File: config.mk
export PLATFORM = sky130hd
export DESIGN_NAME = cafb_seq
export DESIGN_NICKNAME = d
export VERILOG_FILES = /design/src/sv/assert_macros.svh /design/src/sv/cafb_pkg.sv /design/src/sv/cafb_blend.sv /design/src/sv/cafb_seq.sv
export SDC_FILE = /design/constraint.sdc
export NUM_CORES = 1
export LEC_CHECK = 0
export BUFFER_PORTS_ARGS = -buffer_cell sky130_fd_sc_hd__buf_4
export CORE_MARGIN = 3
export CORE_UTILIZATION = 60
export DETAILED_ROUTE_END_ITERATION = 8
export PLACE_DENSITY = 0.81
export SYNTH_ARGS = -nofsm -noshare
export SYNTH_HDL_FRONTEND = slang
export SYNTH_SLANG_ARGS = --single-unit
File: constraint.sdc
create_clock -name clk -period 7.05 [get_ports clk]
set_input_delay 1.0575 -clock clk [delete_from_list [all_inputs] [get_ports clk]]
set_output_delay 1.0575 -clock clk [all_outputs]
set_load 0.02 [all_outputs]
File: src/sv/assert_macros.svh
// Assertion macros shared by the frame buffer RTL.
`ifndef ASSERT_MACROS_SVH
`define ASSERT_MACROS_SVH

// Same-cycle implication, disabled during reset.
`define CAFB_ASSERT_IMP(label, clk, rst_n, ante, cons, msg) \
    label: assert property (@(posedge clk) disable iff (!rst_n) (ante) |-> (cons)) \
        else $error(msg);

// Next-cycle implication, disabled during reset.
`define CAFB_ASSERT_NXT(label, clk, rst_n, ante, cons, msg) \
    label: assert property (@(posedge clk) disable iff (!rst_n) (ante) |=> (cons)) \
        else $error(msg);

`endif

File: src/sv/cafb_pkg.sv
// Shared types, constants and helpers for the clipped alpha frame buffer.
package cafb_pkg;

    localparam int DEF_MAX_WIDTH  = 256;
    localparam int DEF_MAX_HEIGHT = 256;

    localparam int CFG_W = 9;
    localparam logic [CFG_W-1:0] FRAME_RESET = 9'd256;

    localparam logic CFG_FRAME_WIDTH  = 1'b0;
    localparam logic CFG_FRAME_HEIGHT = 1'b1;

    localparam logic [31:0] SCANLINE_COLOR = 32'h6600_0000;
    localparam logic [31:0] BLACK_COLOR    = 32'hFF00_0000;

    typedef enum logic [2:0] {
        MODE_PUT   = 3'd0,
        MODE_BLEND = 3'd1,
        MODE_GET   = 3'd2,
        MODE_FILL  = 3'd3,
        MODE_RECT  = 3'd4,
        MODE_SCAN  = 3'd5
    } mode_t;

    typedef enum logic [1:0] {
        OP_WRITE,
        OP_BLEND,
        OP_READ
    } pix_op_t;

    typedef enum logic [2:0] {
        ST_IDLE,
        ST_SETUP,
        ST_WALK,
        ST_DRAIN,
        ST_DONE
    } state_t;

    typedef struct packed {
        mode_t              mode;
        logic signed [15:0] pos_x;
        logic signed [15:0] pos_y;
        logic [15:0]        rect_w;
        logic [15:0]        rect_h;
        logic [31:0]        pixel_color;
    } cmd_t;

    typedef struct packed {
        logic        valid;
        logic [31:0] color;
    } res_t;

    // Address bits for one coordinate of a store dimension.
    function automatic int addr_bits(input int n);
        return (n > 1) ? $clog2(n) : 1;
    endfunction

    // Exact floor(n / 255) for n up to 65279.
    function automatic logic [7:0] div255(input logic [15:0] n);
        logic [16:0] t;
        t = {1'b0, n} + {9'b0, n[15:8]} + 17'd1;
        return t[15:8];
    endfunction

endpackage

File: src/sv/cafb_blend.sv
// Two-step alpha blend: register channel products, then divide by 255 and merge.
module cafb_blend #(
    parameter int AW = 16
) (
    input  logic          clk,
    input  logic          rst_n,
    input  logic          in_valid,
    input  logic [AW-1:0] in_addr,
    input  logic [31:0]   src,
    input  logic [31:0]   dst,
    output logic          wb_valid,
    output logic [AW-1:0] wb_addr,
    output logic [31:0]   wb_data
);

    logic          valid_reg;
    logic [AW-1:0] addr_reg;
    logic [7:0]    dst_alpha_reg;
    logic [15:0]   prod_s_reg [3];
    logic [15:0]   prod_d_reg [3];
    logic [15:0]   prod_s_next [3];
    logic [15:0]   prod_d_next [3];
    logic [7:0]    alpha;
    logic [7:0]    inv_alpha;
    logic [15:0]   chan_sum [3];
    logic [23:0]   chan_out;

    assign alpha     = src[31:24];
    assign inv_alpha = 8'd255 - alpha;

    always_comb
    begin
        for (int c = 0; c < 3; c++)
        begin
            prod_s_next[c] = {8'b0, src[8*c +: 8]} * {8'b0, alpha};
            prod_d_next[c] = {8'b0, dst[8*c +: 8]} * {8'b0, inv_alpha};
        end
    end

    always_ff @(posedge clk or negedge rst_n)
    begin
        if (!rst_n)
        begin
            valid_reg <= 1'b0;
        end
        else
        begin
            valid_reg <= in_valid;
        end
    end

    always_ff @(posedge clk)
    begin
        addr_reg      <= in_addr;
        dst_alpha_reg <= dst[31:24];
        for (int c = 0; c < 3; c++)
        begin
            prod_s_reg[c] <= prod_s_next[c];
            prod_d_reg[c] <= prod_d_next[c];
        end
    end

    // Sum stays below 65026, so 16 bits hold it.
    always_comb
    begin
        for (int c = 0; c < 3; c++)
        begin
            chan_sum[c]        = prod_s_reg[c] + prod_d_reg[c];
            chan_out[8*c +: 8] = cafb_pkg::div255(chan_sum[c]);
        end
    end

    assign wb_valid = valid_reg;
    assign wb_addr  = addr_reg;
    assign wb_data  = {dst_alpha_reg, chan_out};

endmodule

File: src/sv/cafb_seq.sv
// Command sequencer: clips each command to a pixel rectangle and walks it through the store.
module cafb_seq #(
    parameter int MAX_WIDTH  = cafb_pkg::DEF_MAX_WIDTH,
    parameter int MAX_HEIGHT = cafb_pkg::DEF_MAX_HEIGHT,
    localparam int XW  = cafb_pkg::addr_bits(MAX_WIDTH),
    localparam int YW  = cafb_pkg::addr_bits(MAX_HEIGHT),
    localparam int AW  = XW + YW
) (
    input  logic                        clk,
    input  logic                        rst_n,
    input  logic [cafb_pkg::CFG_W-1:0]  frame_width,
    input  logic [cafb_pkg::CFG_W-1:0]  frame_height,
    input  logic                        cmd_valid,
    output logic                        cmd_ready,
    input  cafb_pkg::cmd_t              cmd,
    input  logic                        out_free,
    output cafb_pkg::res_t              res,
    output logic                        ram_we,
    output logic [AW-1:0]               ram_waddr,
    output logic [31:0]                 ram_wdata,
    output logic [AW-1:0]               ram_raddr,
    input  logic [31:0]                 ram_rdata
);

    localparam int CXW = $clog2(MAX_WIDTH + 1);
    localparam int CYW = $clog2(MAX_HEIGHT + 2);

    cafb_pkg::state_t  state_reg, state_next;
    cafb_pkg::cmd_t    cmd_reg, cmd_next;
    cafb_pkg::pix_op_t op_reg, op_next;
    cafb_pkg::pix_op_t p1_op_reg, p1_op_next;
    logic              p1_valid_reg, p1_valid_next;
    logic [AW-1:0]     p1_addr_reg, p1_addr_next;
    logic [31:0]       color_reg, color_next;
    logic [31:0]       result_reg, result_next;
    logic              step2_reg, step2_next;
    logic [CXW-1:0]    x_start_reg, x_start_next;
    logic [CXW-1:0]    x_end_reg, x_end_next;
    logic [CXW-1:0]    cur_x_reg, cur_x_next;
    logic [CYW-1:0]    y_end_reg, y_end_next;
    logic [CYW-1:0]    cur_y_reg, cur_y_next;

    logic signed [17:0] w_s, h_s, x_s, y_s, lx, ly;
    logic signed [17:0] x_lo, x_hi, y_lo, y_hi;
    logic               empty;
    logic [CXW-1:0]     x_inc;
    logic [CYW-1:0]     y_inc;
    logic               x_last, y_last;
    logic [AW-1:0]      issue_addr;
    logic               wr_direct;
    logic               wb_valid;
    logic [AW-1:0]      wb_addr;
    logic [31:0]        wb_data;

    // Clip the command to the active area.
    always_comb
    begin
        w_s = ({9'b0, frame_width} > 18'(MAX_WIDTH)) ? 18'(MAX_WIDTH) : {9'b0, frame_width};
        h_s = ({9'b0, frame_height} > 18'(MAX_HEIGHT)) ? 18'(MAX_HEIGHT)
                                                       : {9'b0, frame_height};
        unique case (cmd_reg.mode) inside
            cafb_pkg::MODE_PUT, cafb_pkg::MODE_BLEND, cafb_pkg::MODE_GET:
            begin
                x_s = 18'(cmd_reg.pos_x);
                y_s = 18'(cmd_reg.pos_y);
                lx  = 18'sd1;
                ly  = 18'sd1;
            end
            cafb_pkg::MODE_FILL:
            begin
                x_s = 18'sd0;
                y_s = 18'sd0;
                lx  = w_s;
                ly  = h_s;
            end
            cafb_pkg::MODE_RECT:
            begin
                x_s = 18'(cmd_reg.pos_x);
                y_s = 18'(cmd_reg.pos_y);
                lx  = {2'b00, cmd_reg.rect_w};
                ly  = {2'b00, cmd_reg.rect_h};
            end
            cafb_pkg::MODE_SCAN:
            begin
                x_s = 18'sd0;
                y_s = 18'sd1;
                lx  = w_s;
                ly  = h_s - 18'sd1;
            end
            default:
            begin
                x_s = 18'sd0;
                y_s = 18'sd0;
                lx  = 18'sd0;
                ly  = 18'sd0;
            end
        endcase
        x_lo = (x_s < 18'sd0) ? 18'sd0 : x_s;
        y_lo = (y_s < 18'sd0) ? 18'sd0 : y_s;
        x_hi = x_s + lx;
        y_hi = y_s + ly;
        if (x_hi > w_s)
        begin
            x_hi = w_s;
        end
        if (y_hi > h_s)
        begin
            y_hi = h_s;
        end
        empty = (x_lo >= x_hi) || (y_lo >= y_hi);
    end

    assign issue_addr = {cur_y_reg[YW-1:0], cur_x_reg[XW-1:0]};
    assign x_inc      = cur_x_reg + CXW'(1);
    assign y_inc      = cur_y_reg + (step2_reg ? CYW'(2) : CYW'(1));
    assign x_last     = (x_inc == x_end_reg);
    assign y_last     = (y_inc >= y_end_reg);

    always_comb
    begin
        state_next    = state_reg;
        cmd_next      = cmd_reg;
        op_next       = op_reg;
        color_next    = color_reg;
        result_next   = result_reg;
        step2_next    = step2_reg;
        x_start_next  = x_start_reg;
        x_end_next    = x_end_reg;
        y_end_next    = y_end_reg;
        cur_x_next    = cur_x_reg;
        cur_y_next    = cur_y_reg;
        p1_valid_next = 1'b0;
        p1_op_next    = op_reg;
        p1_addr_next  = issue_addr;
        cmd_ready     = 1'b0;
        wr_direct     = 1'b0;
        res.valid     = 1'b0;
        res.color     = result_reg;

        // Capture get data in the cycle after the read issue.
        if (p1_valid_reg && (p1_op_reg == cafb_pkg::OP_READ))
        begin
            result_next = ram_rdata;
        end

        unique case (state_reg)
            cafb_pkg::ST_IDLE:
            begin
                cmd_ready = 1'b1;
                if (cmd_valid)
                begin
                    cmd_next   = cmd;
                    state_next = cafb_pkg::ST_SETUP;
                end
            end
            cafb_pkg::ST_SETUP:
            begin
                unique case (cmd_reg.mode) inside
                    cafb_pkg::MODE_BLEND, cafb_pkg::MODE_SCAN: op_next = cafb_pkg::OP_BLEND;
                    cafb_pkg::MODE_GET:                        op_next = cafb_pkg::OP_READ;
                    default:                                   op_next = cafb_pkg::OP_WRITE;
                endcase
                color_next   = (cmd_reg.mode == cafb_pkg::MODE_SCAN) ? cafb_pkg::SCANLINE_COLOR
                                                                      : cmd_reg.pixel_color;
                result_next  = (cmd_reg.mode == cafb_pkg::MODE_GET) ? cafb_pkg::BLACK_COLOR
                                                                     : 32'd0;
                step2_next   = (cmd_reg.mode == cafb_pkg::MODE_SCAN);
                x_start_next = x_lo[CXW-1:0];
                x_end_next   = x_hi[CXW-1:0];
                y_end_next   = y_hi[CYW-1:0];
                cur_x_next   = x_lo[CXW-1:0];
                cur_y_next   = y_lo[CYW-1:0];
                state_next   = empty ? cafb_pkg::ST_DONE : cafb_pkg::ST_WALK;
            end
            cafb_pkg::ST_WALK:
            begin
                wr_direct     = (op_reg == cafb_pkg::OP_WRITE);
                p1_valid_next = (op_reg != cafb_pkg::OP_WRITE);
                if (x_last)
                begin
                    cur_x_next = x_start_reg;
                    cur_y_next = y_inc;
                    if (y_last)
                    begin
                        state_next = cafb_pkg::ST_DRAIN;
                    end
                end
                else
                begin
                    cur_x_next = x_inc;
                end
            end
            cafb_pkg::ST_DRAIN:
            begin
                // Hold until the last read and write-back have retired.
                if (!p1_valid_reg && !wb_valid)
                begin
                    state_next = cafb_pkg::ST_DONE;
                end
            end
            cafb_pkg::ST_DONE:
            begin
                if (out_free)
                begin
                    res.valid  = 1'b1;
                    state_next = cafb_pkg::ST_IDLE;
                end
            end
            default:
            begin
                state_next = cafb_pkg::ST_IDLE;
            end
        endcase
    end

    always_ff @(posedge clk or negedge rst_n)
    begin
        if (!rst_n)
        begin
            state_reg    <= cafb_pkg::ST_IDLE;
            p1_valid_reg <= 1'b0;
        end
        else
        begin
            state_reg    <= state_next;
            p1_valid_reg <= p1_valid_next;
        end
    end

    always_ff @(posedge clk)
    begin
        cmd_reg     <= cmd_next;
        op_reg      <= op_next;
        color_reg   <= color_next;
        result_reg  <= result_next;
        step2_reg   <= step2_next;
        x_start_reg <= x_start_next;
        x_end_reg   <= x_end_next;
        y_end_reg   <= y_end_next;
        cur_x_reg   <= cur_x_next;
        cur_y_reg   <= cur_y_next;
        p1_op_reg   <= p1_op_next;
        p1_addr_reg <= p1_addr_next;
    end

    cafb_blend #(
        .AW(AW)
    ) u_blend (
        .clk      (clk),
        .rst_n    (rst_n),
        .in_valid (p1_valid_reg && (p1_op_reg == cafb_pkg::OP_BLEND)),
        .in_addr  (p1_addr_reg),
        .src      (color_reg),
        .dst      (ram_rdata),
        .wb_valid (wb_valid),
        .wb_addr  (wb_addr),
        .wb_data  (wb_data)
    );

    // A command either writes directly or blends, never both.
    assign ram_we    = wb_valid || wr_direct;
    assign ram_waddr = wb_valid ? wb_addr : issue_addr;
    assign ram_wdata = wb_valid ? wb_data : color_reg;
    assign ram_raddr = issue_addr;

endmodule

==> results.cfg, run 1 <==
[status]
outcome = complete, no violations

[synth]
ys_seq_area_frac = 0.2998
synth_seq_cells = 354
syn-mean-instance-area_sq_um = 9.858
synth_fp_nets = 3872
ys.flop_type = edfxtp_1
yosysTopAreaCell = edfxtp_1
async_flop_share = 0.01412
synth_top_area_frac = 0.2059
synth_area_leaders = edfxtp_1 (21%), ha_1 (15%), fa_1 (14%)
syn-cell-area_sq_um = 30770
synth_edf_count = 211
ys_types = 76
syn-instance-count = 3121
yosys_warnings = 0

[place]
port_buffers = 251
dp_hpwl_mm = 57.69
place_congestion = 0.9652
post-place-ws_ps = -235.0

[final_layout]
multi_input_area_sq_um = 19790
num-fill-cells = 3769
largest_register_ffs = 99
n_antenna_cell = 0
areaGrowthSynthToFinish_pct = 14.03
drive_gt1_frac = 0.1352
final_common_cell = ha_1
final-seq-area_sq_um = 9225
final_util = 0.6965
fin_nets = 4135
final_cell_mix = ha_1 (375), inv_1 (361), buf_4 (324), nand2_1 (239), fa_1 (222)

[critical_path]
reg2reg_from = cmd_reg[97]$_DFFE_PP_
reg2regPathDepth = 27
crit_path_max_fanout = 4
setup.worst_path.end_class = output pin
start_kind = flop
worstPathArrival_ps = 5720
crit_type = flop to output pin
r2r_slack_ps = 420
r2r_end = state_reg[2]$_DFFE_PN0P_
critPathRequiredTime_ps = 5990

[drt]
firstDrtPassIters = 5
wl_per_cell_um = 18.30
drtAntennaViolNets = 0
drt_wl_total_mm = 74.82
drc_errors = 0
drt_iter0_drc = 1253
vias = 23282
viasPerCell = 5.694

[sta]
slew-limit-headroom = 0.3092
tightest_slew_ps = 1023
min_period_over_period = 0.9614
final-hold-violation-count = 0
clock_skew_ps = 17.16
period_needed_ps = 6778
setup_viol = 0
fin_ws_ps = 272.2
timing.fmax_mhz = 147.5
slew_viol_final = 0

[clock_tree]
numClockSinks = 354
htree_levels = 2
clockBufferDepth = 3
path_clk_slew_ps = 60
cts_tree = built
cts_buffers = 41
hold_buffers = 0
cts_root_buf = clkbuf_16
clkLatencyLatePin_ps = 580

[die]
dieArea_sq_um = 54030
initial_utilization = 0.6107
die_h_um = 232.4
io_pins = 252
row_count = 82
core_area_sq_um = 50380
die-width_um = 232.4

[min_path]
hold_class = input pin to async pin

[global_routing]
grt_overflow_total = 0
grt_pass1_vias = 24360
grt_max_degree = 71
antenna_found_initial = 5
grt_use_total = 0.2809
grt_pass1_wl_mm = 121.6

[job]
maxCapViolCount = 0
[metrics by stage]
| stage | TNS, ps | std cells | hold WS (ps) | area (sq um) |
|---|---|---|---|---|
| 6_report | 0 | 4089 | 270.8 | 35080 |
| 5_1_grt | -2.692 | 4089 | 253.8 | 35080 |
| 4_1_cts | 0 | 4086 | 239.3 | 34990 |
| 3_5_place_dp | -467.4 | 4010 | 312.1 | 33580 |
| 3_3_place_gp | -260.8 | 4010 | 312.0 | 33580 |
| 2_1_floorplan | 0 | 3121 | 309.6 | 30770 |
[kinds of logic (layout without fill, tap and decap cells)]
group	Yosys count	count (layout)	share of synthesized area
buf+inv	469	765	0.05978
simple gates	1006	1006	0.1712
flops	354	354	0.2998
mux	80	80	0.02786
fa+ha+maj	598	598	0.2974
xor+xnor	168	168	0.04827
compound gates	446	446	0.09569
[synth_stat cells (7+ instances only)]
master      n
ha_1      376
inv_1     362
nand2_1   239
fa_1      222
edfxtp_1  211
and2_1    198
nor2b_1   168
nor2_1    158
dfxtp_1   138
xnor2_1   129
nand2b_1  114
a21oi_1   104
o21ai_0   101
clkbuf_1   74
a21o_1     58
nor3_1     38
xor2_1     38
mux2_2     37
mux2i_1    35
nand3_1    26
o21a_1     26
a211oi_1   21
a21boi_0   19
buf_4      19
nand4_1    17
o41ai_1    15
and3_1     12
buf_1      12
a211o_1    10
o21bai_1    9
mux2_1      8
o22ai_1     8
o31a_1      8
or3_1       8
o31ai_1     7
[timing repair]
action | CTS | global route
pin swaps | 0 | 2
setup endpoints to repair | 1 | 8
setup buffers | 0 | 3
resized for setup | 1 | 28
[final cells by class]
class | instances | area share
Multi-Input combinational cell | 2298 | 0.5640
Tap cell | 672 | 0.02396
Clock buffer | 57 | 0.03452
Sequential cell | 354 | 0.2629
Clock inverter | 19 | 0.005492
Timing Repair Buffer | 326 | 0.07022
Inverter | 363 | 0.03884
[layer usage]
metal | up-vias | track usage | share of wire
met5 | - | 0 | 0.00071
met4 | 8 | 0.09508 | 0.031
met3 | 149 | 0.04873 | 0.063
met2 | 697 | 0.4913 | 0.50
met1 | 11448 | 0.3520 | 0.41
li1 | 10980 | - | -
[worst max-delay path by stage]
| stage | to | slack, ps | cells past startpoint | start |
|---|---|---|---|---|
| 2_1_floorplan | state_reg[2]$_DFFE_PN0P_ | 140 | 34 | frame_height[8] |
| 3_3_place_gp | state_reg[2]$_DFFE_PN0P_ | -140 | 31 | frame_height[8] |
| 3_5_place_dp | state_reg[2]$_DFFE_PN0P_ | -240 | 31 | frame_height[8] |
| 4_1_cts | state_reg[2]$_DFFE_PN0P_ | 20 | 26 | cmd_reg[98]$_DFFE_PP_ |
| 5_1_grt | state_reg[1]$_DFFE_PN0P_ | -3 | 29 | frame_height[0] |
| 6_report | ram_wdata[23] | 270 | 20 | u_blend.prod_s_reg[0][32]$_DFF_P_ |
[critical path, cell delays in order, from the launching register on]
cell	delay, ps
dfxtp_1	300
ha_1	230
fa_1	450
a211oi_2	340
o21ai_1	170
a2111o_1	430
nand3_1	120
a21oi_1	90
mux2i_2	230
nand2_1	150
ha_1	350
and2_1	150
a2111oi_1	110
a221o_1	400
a211oi_2	290
and2_2	250
nand4_1	190
a211oi_2	290
xor2_1	100
mux2_2	310
buf_4	170
Power of run 1 is not shown: default switching activity piles up to over one toggle a cycle in this logic, so the estimate is an artifact.
==> run 2: changes to the inputs <==
==> constraint.sdc (replaced) <==
create_clock -name clk -period 7.05 [get_ports clk]
set_input_delay 0 -clock clk [delete_from_list [all_inputs] [get_ports clk]]
set_output_delay 0 -clock clk [all_outputs]
set_load 0.02 [all_outputs]
==> run 2 against run 1 <==
  * Via count grew 3.4%
  * Non-clock buffer count grew 114
  * First-iteration DRC count grew 12%
  * Register-to-register slack lost 50 ps
  * Critical path depth grew 9
  * Die area is the same
  * Sequential share of layout area shrank 0.80 points
  * Utilization grew 2.2 points
  * Sequential cell count is the same
  * Highest routed layer unchanged
==> results.cfg, run 2 (synthesis gave the netlist of run 1 again) <==
[status]
outcome = complete, no violations

[critical_path]
reg2regPathDepth = 26
crit_type = input pin to flop
crit_path_max_fanout = 15
slowest_delay_ps = 630
critPathSlowestCell = or4b_2
r2r_end = state_reg[2]$_DFFE_PN0P_
start_kind = input pin
setup.worst_path.end_class = flop
critPathRequiredTime_ps = 7520
cp-endpoint = state_reg[2]$_DFFE_PN0P_
cpMostUsedCell = o21ai_0
worstPathArrival_ps = 7240
startpoint = frame_height[8]
r2r_slack_ps = 370
reg2reg_from = cmd_reg[97]$_DFFE_PP_

[drt]
drt_wl_total_mm = 80.51
firstDrtPassIters = 5
wl_per_cell_um = 19.16
viasPerCell = 5.728
drt_iter0_drc = 1404
drc_errors = 0
vias = 24064
drtAntennaViolNets = 0

[sta]
min_period_over_period = 0.9594
tightest_slew_ps = 1223
slew_viol_final = 0
slew-limit-headroom = 0.1848
period_needed_ps = 6764
clock_skew_ps = 44.11
tns_ps = 0
setup_viol = 0
timing.fmax_mhz = 147.9
final-hold-violation-count = 0

[global_routing]
grt_pass1_vias = 25429
grt_use_total = 0.2990
antenna_found_initial = 4
grt_pass1_wl_mm = 129.0
grt_max_degree = 59
grt_overflow_total = 0

[place]
place_congestion = 0.9544
port_buffers = 251
dp_hpwl_mm = 58.00

[clock_tree]
cts_root_buf = clkbuf_16
numClockSinks = 354
htree_levels = 2
clkLatencyLatePin_ps = 590
path_clk_slew_ps = 60
clockBufferDepth = 3
cts_tree = built
cts_buffers = 40

[die]
die_h_um = 232.4
row_count = 82
core_area_sq_um = 50380
die-width_um = 232.4
initial_utilization = 0.6107
io_pins = 252
dieArea_sq_um = 54030

[final_layout]
largest_register_ffs = 99
final_util = 0.7184
num-fill-cells = 3538
areaGrowthSynthToFinish_pct = 17.63
fin_nets = 4248
drive_gt1_frac = 0.1179
final_common_cell = ha_1
final_cell_mix = ha_1 (376), inv_1 (361), buf_4 (294), nand2_1 (239), fa_1 (222)

[job]
maxCapViolCount = 0

[min_path]
hold_class = input pin to flop
run 2: how the worst min path moves through the flow:
stage / from / end / slack (ps) / cells past startpoint
after floorplan: rst_n / p1_valid_reg$_DFF_PN0_ / -300 / 0
after global placement: rst_n / state_reg[1]$_DFFE_PN0P_ / -180 / 1
after detailed placement: rst_n / state_reg[2]$_DFFE_PN0P_ / -180 / 1
after CTS: ram_rdata[26] / u_blend.dst_alpha_reg[2]$_DFF_P_ / 20 / 2
after global routing: frame_height[1] / y_end_reg[1]$_DFFE_PP_ / 20 / 3
final: frame_height[1] / y_end_reg[1]$_DFFE_PP_ / 40 / 3
run 2: final cells by class:
type	instances	area, sq um	area share
Antenna cell	1	2.502	0.00006915
Clock buffer	55	1109	0.03063
Clock inverter	18	231.5	0.006396
Inverter	363	1363	0.03765
Multi-Input combinational cell	2298	19740	0.5454
Sequential cell	354	9225	0.2549
Tap cell	672	840.8	0.02323
Timing Repair Buffer	440	3680	0.1017
run 2: stage by stage:
step	area (sq um)	hold WS, ps	instances	setup WS (ps)
after floorplan	30770	-295.6	3121	719.4
after detailed placement	33280	-175.0	3971	253.1
final	36190	39.24	4201	286.4
after global placement	33280	-176.4	3971	461.8
after global routing	36190	21.37	4201	-69.48
after CTS	36060	24.98	4188	245.9
run 2: timing repair:
item                       4_1_cts  5_1_grt
buffers inserted                 0       12
setup endpoints to repair        0        2
gates resized for setup          0       11
hold buffers                   144        0
hold endpoints to repair       162        0
run 2: critical path, delay by kind of cell:
kind	cells	cell delay (ps)
mux	1	330
buf+inv	3	960
fa+ha+maj	3	900
compound gates	14	2680
simple gates	8	2390
run 2: per-layer routing:
| metal | GRT usage | up-vias | part of all wire |
|---|---|---|---|
| met5 | 0 | - | 0.00034 |
| met3 | 0.04824 | 216 | 0.059 |
| met2 | 0.5195 | 806 | 0.50 |
| met1 | 0.3708 | 11838 | 0.41 |
| li1 | - | 11200 | - |
| met4 | 0.1234 | 4 | 0.038 |
Power of run 2 is left out for the same reason.
